$ cat src/sv/clf_pkg.sv
// clf_pkg: shared types and constants of the crlf line framer
// used by every module of the framer; depends on nothing

package clf_pkg;

    localparam int STORE_DEPTH    = 16;
    localparam int CAP_W          = 8;
    localparam int LEN_W          = 8;
    localparam int QUEUE_DEPTH    = 2;
    localparam logic [CAP_W-1:0] CAP_RESET = 8'd64;

    localparam logic [7:0] CHAR_CR = 8'd13;
    localparam logic [7:0] CHAR_LF = 8'd10;

    typedef enum logic [2:0] {
        ST_WAITING   = 3'd0,
        ST_READY     = 3'd1,
        ST_OVERFLOW  = 3'd2,
        ST_TOO_SMALL = 3'd3,
        ST_INVALID   = 3'd4
    } t_status;

    // one command from the front to the back
    typedef struct packed {
        logic             is_frame;
        t_status          status;
        logic [LEN_W-1:0] len;
    } t_cmd;

    typedef enum logic [1:0] {
        BK_IDLE,
        BK_READ,
        BK_EMIT
    } t_back_state;

endpackage

$ cat src/sv/crlf_line_framer_core.sv
// crlf_line_framer_core: top level of the crlf line framer
// depends on clf_pkg, clf_front, clf_cmd_queue and clf_back
//
// channel | valid       | stall       | payload
// in      | i_in_valid  | o_in_stall  | i_in_byte
// out     | o_out_valid | i_out_stall | o_status, o_frame_byte, o_byte_valid, o_frame_last
// cfg     | i_cfg_we    | none        | i_cfg_wdata
//
// the front takes one byte per cycle while the command queue has room and no frame awaits readout
// a status result is registered into the back's output register when the back pops its command from the queue head
// each frame byte passes through the back as a store read, then the output register
// the front holds off new bytes from a frame end until its last byte is read out
// reset is synchronous; capacity returns to 64, store contents stay unknown

module crlf_line_framer_core #(
    parameter int StoreDepth = clf_pkg::STORE_DEPTH
) (
    input  logic                      i_clk,
    input  logic                      i_rst_n,
    input  logic                      i_in_valid,
    output logic                      o_in_stall,
    input  logic [7:0]                i_in_byte,
    input  logic                      i_cfg_we,
    input  logic [clf_pkg::CAP_W-1:0] i_cfg_wdata,
    output logic                      o_out_valid,
    input  logic                      i_out_stall,
    output logic [2:0]                o_status,
    output logic [7:0]                o_frame_byte,
    output logic                      o_byte_valid,
    output logic                      o_frame_last
);
    import clf_pkg::*;

    localparam int AddrW = $clog2(StoreDepth);

    logic             push, pop, q_empty, q_full, frame_done;
    t_cmd             push_cmd, head;
    logic [AddrW-1:0] rd_addr;
    logic [7:0]       rd_data;

    clf_front #(.StoreDepth(StoreDepth)) u_front (
        .i_clk        (i_clk),
        .i_rst_n      (i_rst_n),
        .i_in_valid   (i_in_valid),
        .o_in_stall   (o_in_stall),
        .i_in_byte    (i_in_byte),
        .i_cfg_we     (i_cfg_we),
        .i_cfg_wdata  (i_cfg_wdata),
        .o_push       (push),
        .o_push_cmd   (push_cmd),
        .i_q_full     (q_full),
        .i_frame_done (frame_done),
        .i_rd_addr    (rd_addr),
        .o_rd_data    (rd_data)
    );

    clf_cmd_queue u_queue (
        .i_clk      (i_clk),
        .i_rst_n    (i_rst_n),
        .i_push     (push),
        .i_push_cmd (push_cmd),
        .i_pop      (pop),
        .o_head     (head),
        .o_empty    (q_empty),
        .o_full     (q_full)
    );

    clf_back #(.StoreDepth(StoreDepth)) u_back (
        .i_clk        (i_clk),
        .i_rst_n      (i_rst_n),
        .i_head       (head),
        .i_empty      (q_empty),
        .o_pop        (pop),
        .o_rd_addr    (rd_addr),
        .i_rd_data    (rd_data),
        .o_frame_done (frame_done),
        .o_out_valid  (o_out_valid),
        .i_out_stall  (i_out_stall),
        .o_status     (o_status),
        .o_frame_byte (o_frame_byte),
        .o_byte_valid (o_byte_valid),
        .o_frame_last (o_frame_last)
    );

`ifndef NO_ASSERTIONS
    a_byte_is_ready: assert property (@(posedge i_clk) disable iff (!i_rst_n)
        o_out_valid && o_byte_valid |-> o_status == ST_READY)
        else $error("frame byte without ready status");

    a_status_is_last: assert property (@(posedge i_clk) disable iff (!i_rst_n)
        o_out_valid && !o_byte_valid |-> o_frame_last && o_frame_byte == 8'd0)
        else $error("status-only result not marked last");

    a_full_stalls: assert property (@(posedge i_clk) disable iff (!i_rst_n)
        q_full |-> o_in_stall)
        else $error("input taken while command queue full");

    a_frame_cmd_stalls: assert property (@(posedge i_clk) disable iff (!i_rst_n)
        push && push_cmd.is_frame |=> o_in_stall)
        else $error("input not held off during frame readout");
`endif

endmodule

$ cat src/sv/clf_cmd_queue.sv
// clf_cmd_queue: short command queue between front and back of the framer
// depends on clf_pkg

module clf_cmd_queue (
    input  logic          i_clk,
    input  logic          i_rst_n,
    input  logic          i_push,
    input  clf_pkg::t_cmd i_push_cmd,
    input  logic          i_pop,
    output clf_pkg::t_cmd o_head,
    output logic          o_empty,
    output logic          o_full
);
    import clf_pkg::*;

    localparam int PtrW = (QUEUE_DEPTH > 1) ? $clog2(QUEUE_DEPTH) : 1;
    localparam int CntW = $clog2(QUEUE_DEPTH + 1);

    t_cmd            r_mem [QUEUE_DEPTH];
    logic [PtrW-1:0] r_wr_ptr, n_wr_ptr;
    logic [PtrW-1:0] r_rd_ptr, n_rd_ptr;
    logic [CntW-1:0] r_count, n_count;
    logic            do_push, do_pop;

    assign o_empty = (r_count == '0);
    assign o_full  = (r_count == CntW'(QUEUE_DEPTH));
    assign o_head  = r_mem[r_rd_ptr];
    assign do_push = i_push & ~o_full;
    assign do_pop  = i_pop & ~o_empty;

    always_comb begin
        n_wr_ptr = r_wr_ptr;
        n_rd_ptr = r_rd_ptr;
        n_count  = r_count;
        if (do_push) begin
            n_wr_ptr = (r_wr_ptr == PtrW'(QUEUE_DEPTH - 1)) ? '0 : r_wr_ptr + 1'b1;
        end
        if (do_pop) begin
            n_rd_ptr = (r_rd_ptr == PtrW'(QUEUE_DEPTH - 1)) ? '0 : r_rd_ptr + 1'b1;
        end
        case ({do_push, do_pop})
            2'b10:   n_count = r_count + 1'b1;
            2'b01:   n_count = r_count - 1'b1;
            default: n_count = r_count;
        endcase
    end

    always_ff @(posedge i_clk) begin
        if (!i_rst_n) begin
            r_wr_ptr <= '0;
            r_rd_ptr <= '0;
            r_count  <= '0;
        end else begin
            r_wr_ptr <= n_wr_ptr;
            r_rd_ptr <= n_rd_ptr;
            r_count  <= n_count;
        end
    end

    always_ff @(posedge i_clk) begin
        if (do_push) begin
            r_mem[r_wr_ptr] <= i_push_cmd;
        end
    end

endmodule

$ cat src/sv/clf_front.sv
// clf_front: byte intake, classification, capacity register and frame store
// depends on clf_pkg

module clf_front #(
    parameter int StoreDepth = clf_pkg::STORE_DEPTH
) (
    input  logic                          i_clk,
    input  logic                          i_rst_n,
    input  logic                          i_in_valid,
    output logic                          o_in_stall,
    input  logic [7:0]                    i_in_byte,
    input  logic                          i_cfg_we,
    input  logic [clf_pkg::CAP_W-1:0]     i_cfg_wdata,
    output logic                          o_push,
    output clf_pkg::t_cmd                 o_push_cmd,
    input  logic                          i_q_full,
    input  logic                          i_frame_done,
    input  logic [$clog2(StoreDepth)-1:0] i_rd_addr,
    output logic [7:0]                    o_rd_data
);
    import clf_pkg::*;

    localparam int CntW = $clog2(StoreDepth);
    localparam int CmpW = LEN_W + 1;

    logic [7:0]       r_store [StoreDepth];
    logic [7:0]       r_rd_data;
    logic [CAP_W-1:0] r_out_capacity;
    logic [CntW-1:0]  r_fill, n_fill;
    logic             r_discard, n_discard;
    logic             r_pend, n_pend;
    logic             accept, is_delim, wr_en, fits, full;
    logic [CmpW-1:0]  need;

    assign o_in_stall = i_q_full | r_pend;
    assign accept     = i_in_valid & ~o_in_stall;
    assign is_delim   = (i_in_byte == CHAR_CR) || (i_in_byte == CHAR_LF);
    assign need       = CmpW'(r_fill) + CmpW'(1);
    assign fits       = need <= CmpW'(r_out_capacity);
    assign full       = r_fill >= CntW'(StoreDepth - 1);
    assign o_rd_data  = r_rd_data;

    always_comb begin
        n_fill     = r_fill;
        n_discard  = r_discard;
        n_pend     = r_pend & ~i_frame_done;
        wr_en      = 1'b0;
        o_push     = accept;
        o_push_cmd = '{is_frame: 1'b0, status: ST_WAITING, len: '0};
        if (accept) begin
            if (r_out_capacity == '0) begin
                o_push_cmd.status = ST_INVALID;
            end else if (r_discard) begin
                if (is_delim) begin
                    n_discard = 1'b0;
                end
            end else if (is_delim) begin
                if (r_fill != '0) begin
                    n_fill = '0;
                    if (fits) begin
                        o_push_cmd = '{is_frame: 1'b1, status: ST_READY, len: LEN_W'(r_fill)};
                        n_pend     = 1'b1;
                    end else begin
                        o_push_cmd.status = ST_TOO_SMALL;
                    end
                end
            end else if (full) begin
                n_fill            = '0;
                n_discard         = 1'b1;
                o_push_cmd.status = ST_OVERFLOW;
            end else begin
                wr_en  = 1'b1;
                n_fill = r_fill + 1'b1;
            end
        end
    end

    always_ff @(posedge i_clk) begin
        if (!i_rst_n) begin
            r_out_capacity <= CAP_RESET;
            r_fill         <= '0;
            r_discard      <= 1'b0;
            r_pend         <= 1'b0;
        end else begin
            if (i_cfg_we) begin
                r_out_capacity <= i_cfg_wdata;
            end
            r_fill    <= n_fill;
            r_discard <= n_discard;
            r_pend    <= n_pend;
        end
    end

    always_ff @(posedge i_clk) begin
        if (wr_en) begin
            r_store[r_fill] <= i_in_byte;
        end
        r_rd_data <= r_store[i_rd_addr];
    end

endmodule

$ cat src/sv/clf_back.sv
// clf_back: result sequencer, expands commands into result items
// depends on clf_pkg; reads the frame store held in clf_front

module clf_back #(
    parameter int StoreDepth = clf_pkg::STORE_DEPTH
) (
    input  logic                          i_clk,
    input  logic                          i_rst_n,
    input  clf_pkg::t_cmd                 i_head,
    input  logic                          i_empty,
    output logic                          o_pop,
    output logic [$clog2(StoreDepth)-1:0] o_rd_addr,
    input  logic [7:0]                    i_rd_data,
    output logic                          o_frame_done,
    output logic                          o_out_valid,
    input  logic                          i_out_stall,
    output logic [2:0]                    o_status,
    output logic [7:0]                    o_frame_byte,
    output logic                          o_byte_valid,
    output logic                          o_frame_last
);
    import clf_pkg::*;

    localparam int CntW = $clog2(StoreDepth);

    t_back_state     r_state, n_state;
    logic [CntW-1:0] r_idx, n_idx;
    logic [CntW-1:0] r_len, n_len;
    logic            r_out_valid, n_out_valid;
    t_status         r_status, n_status;
    logic [7:0]      r_byte, n_byte;
    logic            r_bvalid, n_bvalid;
    logic            r_last, n_last;
    logic            slot_free, is_end;

    assign slot_free    = ~r_out_valid | ~i_out_stall;
    assign is_end       = (r_idx + 1'b1) == r_len;
    assign o_rd_addr    = r_idx;
    assign o_out_valid  = r_out_valid;
    assign o_status     = r_status;
    assign o_frame_byte = r_byte;
    assign o_byte_valid = r_bvalid;
    assign o_frame_last = r_last;

    always_comb begin
        n_state      = r_state;
        n_idx        = r_idx;
        n_len        = r_len;
        n_out_valid  = r_out_valid & i_out_stall;
        n_status     = r_status;
        n_byte       = r_byte;
        n_bvalid     = r_bvalid;
        n_last       = r_last;
        o_pop        = 1'b0;
        o_frame_done = 1'b0;
        case (r_state)
            BK_IDLE: begin
                if (!i_empty && slot_free) begin
                    o_pop = 1'b1;
                    if (i_head.is_frame) begin
                        n_idx   = '0;
                        n_len   = CntW'(i_head.len);
                        n_state = BK_READ;
                    end else begin
                        n_out_valid = 1'b1;
                        n_status    = i_head.status;
                        n_byte      = '0;
                        n_bvalid    = 1'b0;
                        n_last      = 1'b1;
                    end
                end
            end
            BK_READ: begin
                n_state = BK_EMIT;
            end
            BK_EMIT: begin
                if (slot_free) begin
                    n_out_valid = 1'b1;
                    n_status    = ST_READY;
                    n_byte      = i_rd_data;
                    n_bvalid    = 1'b1;
                    n_last      = is_end;
                    if (is_end) begin
                        o_frame_done = 1'b1;
                        n_state      = BK_IDLE;
                    end else begin
                        n_idx   = r_idx + 1'b1;
                        n_state = BK_READ;
                    end
                end
            end
            default: begin
                n_state = BK_IDLE;
            end
        endcase
    end

    always_ff @(posedge i_clk) begin
        if (!i_rst_n) begin
            r_state     <= BK_IDLE;
            r_idx       <= '0;
            r_len       <= '0;
            r_out_valid <= 1'b0;
        end else begin
            r_state     <= n_state;
            r_idx       <= n_idx;
            r_len       <= n_len;
            r_out_valid <= n_out_valid;
        end
    end

    always_ff @(posedge i_clk) begin
        r_status <= n_status;
        r_byte   <= n_byte;
        r_bvalid <= n_bvalid;
        r_last   <= n_last;
    end

endmodule
$ cat config.mk
export PLATFORM = sky130hd
export DESIGN_NAME = crlf_line_framer_core
export DESIGN_NICKNAME = d
export VERILOG_FILES = /design/src/sv/clf_pkg.sv /design/src/sv/crlf_line_framer_core.sv /design/src/sv/clf_cmd_queue.sv /design/src/sv/clf_front.sv /design/src/sv/clf_back.sv
export SDC_FILE = /design/constraint.sdc
export NUM_CORES = 1
export LEC_CHECK = 0
export BUFFER_PORTS_ARGS = -buffer_cell sky130_fd_sc_hd__buf_2
export CAP_MARGIN = 5
export CORE_MARGIN = 2
export CORE_UTILIZATION = 60
export CTS_CLUSTER_DIAMETER = 40
export DETAILED_ROUTE_END_ITERATION = 10
export GPL_TIMING_DRIVEN = 0
export PLACE_DENSITY = 0.84
export SYNTH_ARGS = -nofsm -noshare
export SYNTH_HDL_FRONTEND = slang
export SYNTH_SLANG_ARGS = --single-unit
$ cat constraint.sdc
create_clock -name i_clk -period 8.8 [get_ports i_clk]
set_input_delay 2.64 -clock i_clk [delete_from_list [all_inputs] [get_ports i_clk]]
set_output_delay 2.64 -clock i_clk [all_outputs]
set_load 0.005 [all_outputs]
==> impl_metrics.json <==
{
  "final_area_mm2": 0.00875,
  "synthArstFlopShare_pct": 0,
  "grt_start_max_net_pins": 19,
  "hold_violations": 0,
  "die_x_um": 118,
  "core_mm2": 0.0126,
  "p_switching_mw": 0.507,
  "drive_above_1_share_pct": 22.3,
  "first_pass_iters": 5,
  "post_drt_via_cell_ratio": 5.95,
  "p_comb_share_pct": 12.6,
  "drt_wl_total_um": 15400,
  "syn_inst": 453,
  "dpl-instance-area_mm2": 0.00822,
  "whs_ps": 489,
  "clkPwrFrac_pct": 34.0,
  "crit_type": "in2reg",
  "worst_pin_slew_ps": 1100,
  "wire_per_inst_um": 22.0,
  "grt_pass1_vias": 4207,
  "cts_setup_buffers": 0,
  "clk_pin_slew_worst_paths_ps": 60,
  "status": "completed",
  "min_period_ps": 5020,
  "synth.distinct_cells": 45,
  "initial_core_util_pct": 61.6,
  "dp_hpwl_um": 10200,
  "vias": 4170,
  "final_cell_mix": "edfxtp_1, buf_2, mux4_2",
  "area_delta_synth_final_pct": 12.7,
  "final_common_cell": "edfxtp_1",
  "route.detailed.drc": 0,
  "grt_antenna_before_repair": 0,
  "drv_slew": 0,
  "p_int_mw": 1.58,
  "seqPwrFrac_pct": 53.4,
  "overflow": 0,
  "end_kind": "register",
  "utilization_pct": 69.4,
  "ys_seq_area_share_pct": 70.5,
  "nets": 548,
  "min_path_type": "reg2reg",
  "yosys_warnings": 0,
  "ir_worst_vdd_uv": 123,
  "track_usage_pct": 23.8,
  "gp_congestion": 0.790,
  "switching_share_pct": 24.3,
  "ios": 36,
  "stdcell_count": 701,
  "dp_slack_ps": 3460,
  "start_kind": "input port",
  "synth-edff-count": 157,
  "period_share_pct": 57.1,
  "power.leakage_nw": 3.03,
  "worst_slack_ps": 3780,
  "dp.cells": 669,
  "cts_buffers": 17,
  "root_buffer": "clkbuf_16",
  "clk_latency_ps": 440,
  "die_area_mm2": 0.0139,
  "die_h_um": 118,
  "ctsResizeCount": 0,
  "arrival_ps": 5100,
  "synth_seq_cells": 195,
  "rows": 41,
  "io_buffers": 34,
  "cts_tree": "done",
  "synthesis.area_mm2": 0.00777,
  "cap_violations": 0,
  "syn_area_per_cell_um2": 17.1,
  "drt_iter0_drc": 380,
  "rsz0062_at_grt": "no",
  "finalPower_mw": 2.08,
  "synthFlopType": "edfxtp_1",
  "ant_nets": 0,
  "setup_violations": 0,
  "path_max_fanout": 18,
  "htree_levels": 4,
  "cts.path.max_buffers": 2,
  "p_per_area_mw_per_mm2": 238,
  "max_freq_mhz": 199,
  "antennaDiodeCount": 0,
  "slew_headroom_pct": 26.7,
  "grt_pass1_wl_um": 23800,
  "tns_ps": 0,
  "cts_sinks": 195,
  "fin_skew_ps": 8.50,
  "ctsHoldBuffers": 0,
  "critical_path_required_ps": 8880
}
## Yosys cell counts, types with 5 or more instances
cell type  count  area share, %
edfxtp_1     157             61
mux4_2        40             12
dfxtp_1       38            9.8
nor2_1        30            1.4
and2_1        21            1.7
mux2i_1       18            2.3
nand2_1       17           0.82
clkbuf_1      13           0.63
inv_1         12           0.58
ha_1          11            1.8
nand3_1       11           0.71
a21oi_1       10           0.64
xnor2_1        7           0.79
buf_2          6           0.39
nand2b_1       6           0.48
and3_1         5           0.40
## cell families after synthesis
family	after synthesis	share of synthesized area (%)
buffers and inverters	31	1.59
adders and majority gates	11	1.77
xor gates and xnor gates	10	1.13
other	1	0.0483
and+or+nand+nor	114	7.88
AOI/OAI and AO/OA	33	3.17
DFF	195	70.5
muxes	58	13.9
## worst max-delay path, stage by stage
cell      delay, ps
buf_2           290
and3b_1         240
o211ai_1        480
nand3_1         440
nor3b_1         490
and2_1          510
## final cells by class
class                   count  area [µm²]
plain buffers              19        78.8
clock buffers              22         444
clock inverters            10        90.1
fillers                   802        3860
inverters                  12        45.0
multi-input cells         234        2210
flip-flops and latches    195        5480
well taps                 172         215
repair buffers             37         193
## power groups by stage
stage | sequential [mW] | clock [mW] | combinational (mW)
2_1_floorplan | 1.13 | 0 | 0.171
3_3_place_gp | 1.13 | 0 | 0.245
3_5_place_dp | 1.13 | 0 | 0.258
4_1_cts | 1.11 | 0.714 | 0.261
5_1_grt | 1.12 | 0.749 | 0.287
6_report | 1.11 | 0.708 | 0.263
## routing by layer
| layer | vias up | part of all wire (%) | global-route usage (%) |
|---|---|---|---|
| met5 | - | 0 | 0 |
| met4 | 0 | 2.8 | 11.0 |
| met3 | 29 | 7.1 | 4.41 |
| met2 | 177 | 51 | 39.6 |
| met1 | 2086 | 40 | 30.8 |
| li1 | 1878 | - | - |
## sequential cells by signal (all words and copies together) (netlist names), named ones only
| register | flops |
|---|---|
| u_front.o_rd_data | 8 |
| u_front.r_discard | 1 |
| u_back.o_frame_last | 1 |
| u_back.o_byte_valid | 1 |
| u_back.o_rd_addr | 4 |
| u_queue.r_count | 2 |
| u_queue.r_rd_ptr | 1 |
| u_front.r_out_capacity | 8 |
| u_front.r_pend | 1 |
| u_back.o_out_valid | 1 |
| u_queue.r_mem | 16 |
| u_front.r_fill | 4 |
| u_front.r_store | 128 |
| u_queue.r_wr_ptr | 1 |
| u_back.r_len | 4 |
| u_back.o_status | 3 |
| u_back.o_frame_byte | 8 |
| u_back.r_state | 2 |
## path summary, 6_finish.rpt
kind	cells past startpoint	startpoint	slack (ps)	endpoint
setup / recovery	6	i_in_byte[1]	3780	u_front.r_store[8][0]
hold / removal	2	u_front.r_out_capacity[6]	490	u_front.r_out_capacity[6]
setup reg to reg	9	u_front.r_fill[0]	6030	u_queue.r_mem[0][2]
hold reg to reg	2	u_front.r_out_capacity[6]	490	u_front.r_out_capacity[6]
No activity file was read; power rests on OpenSTA's default activity.
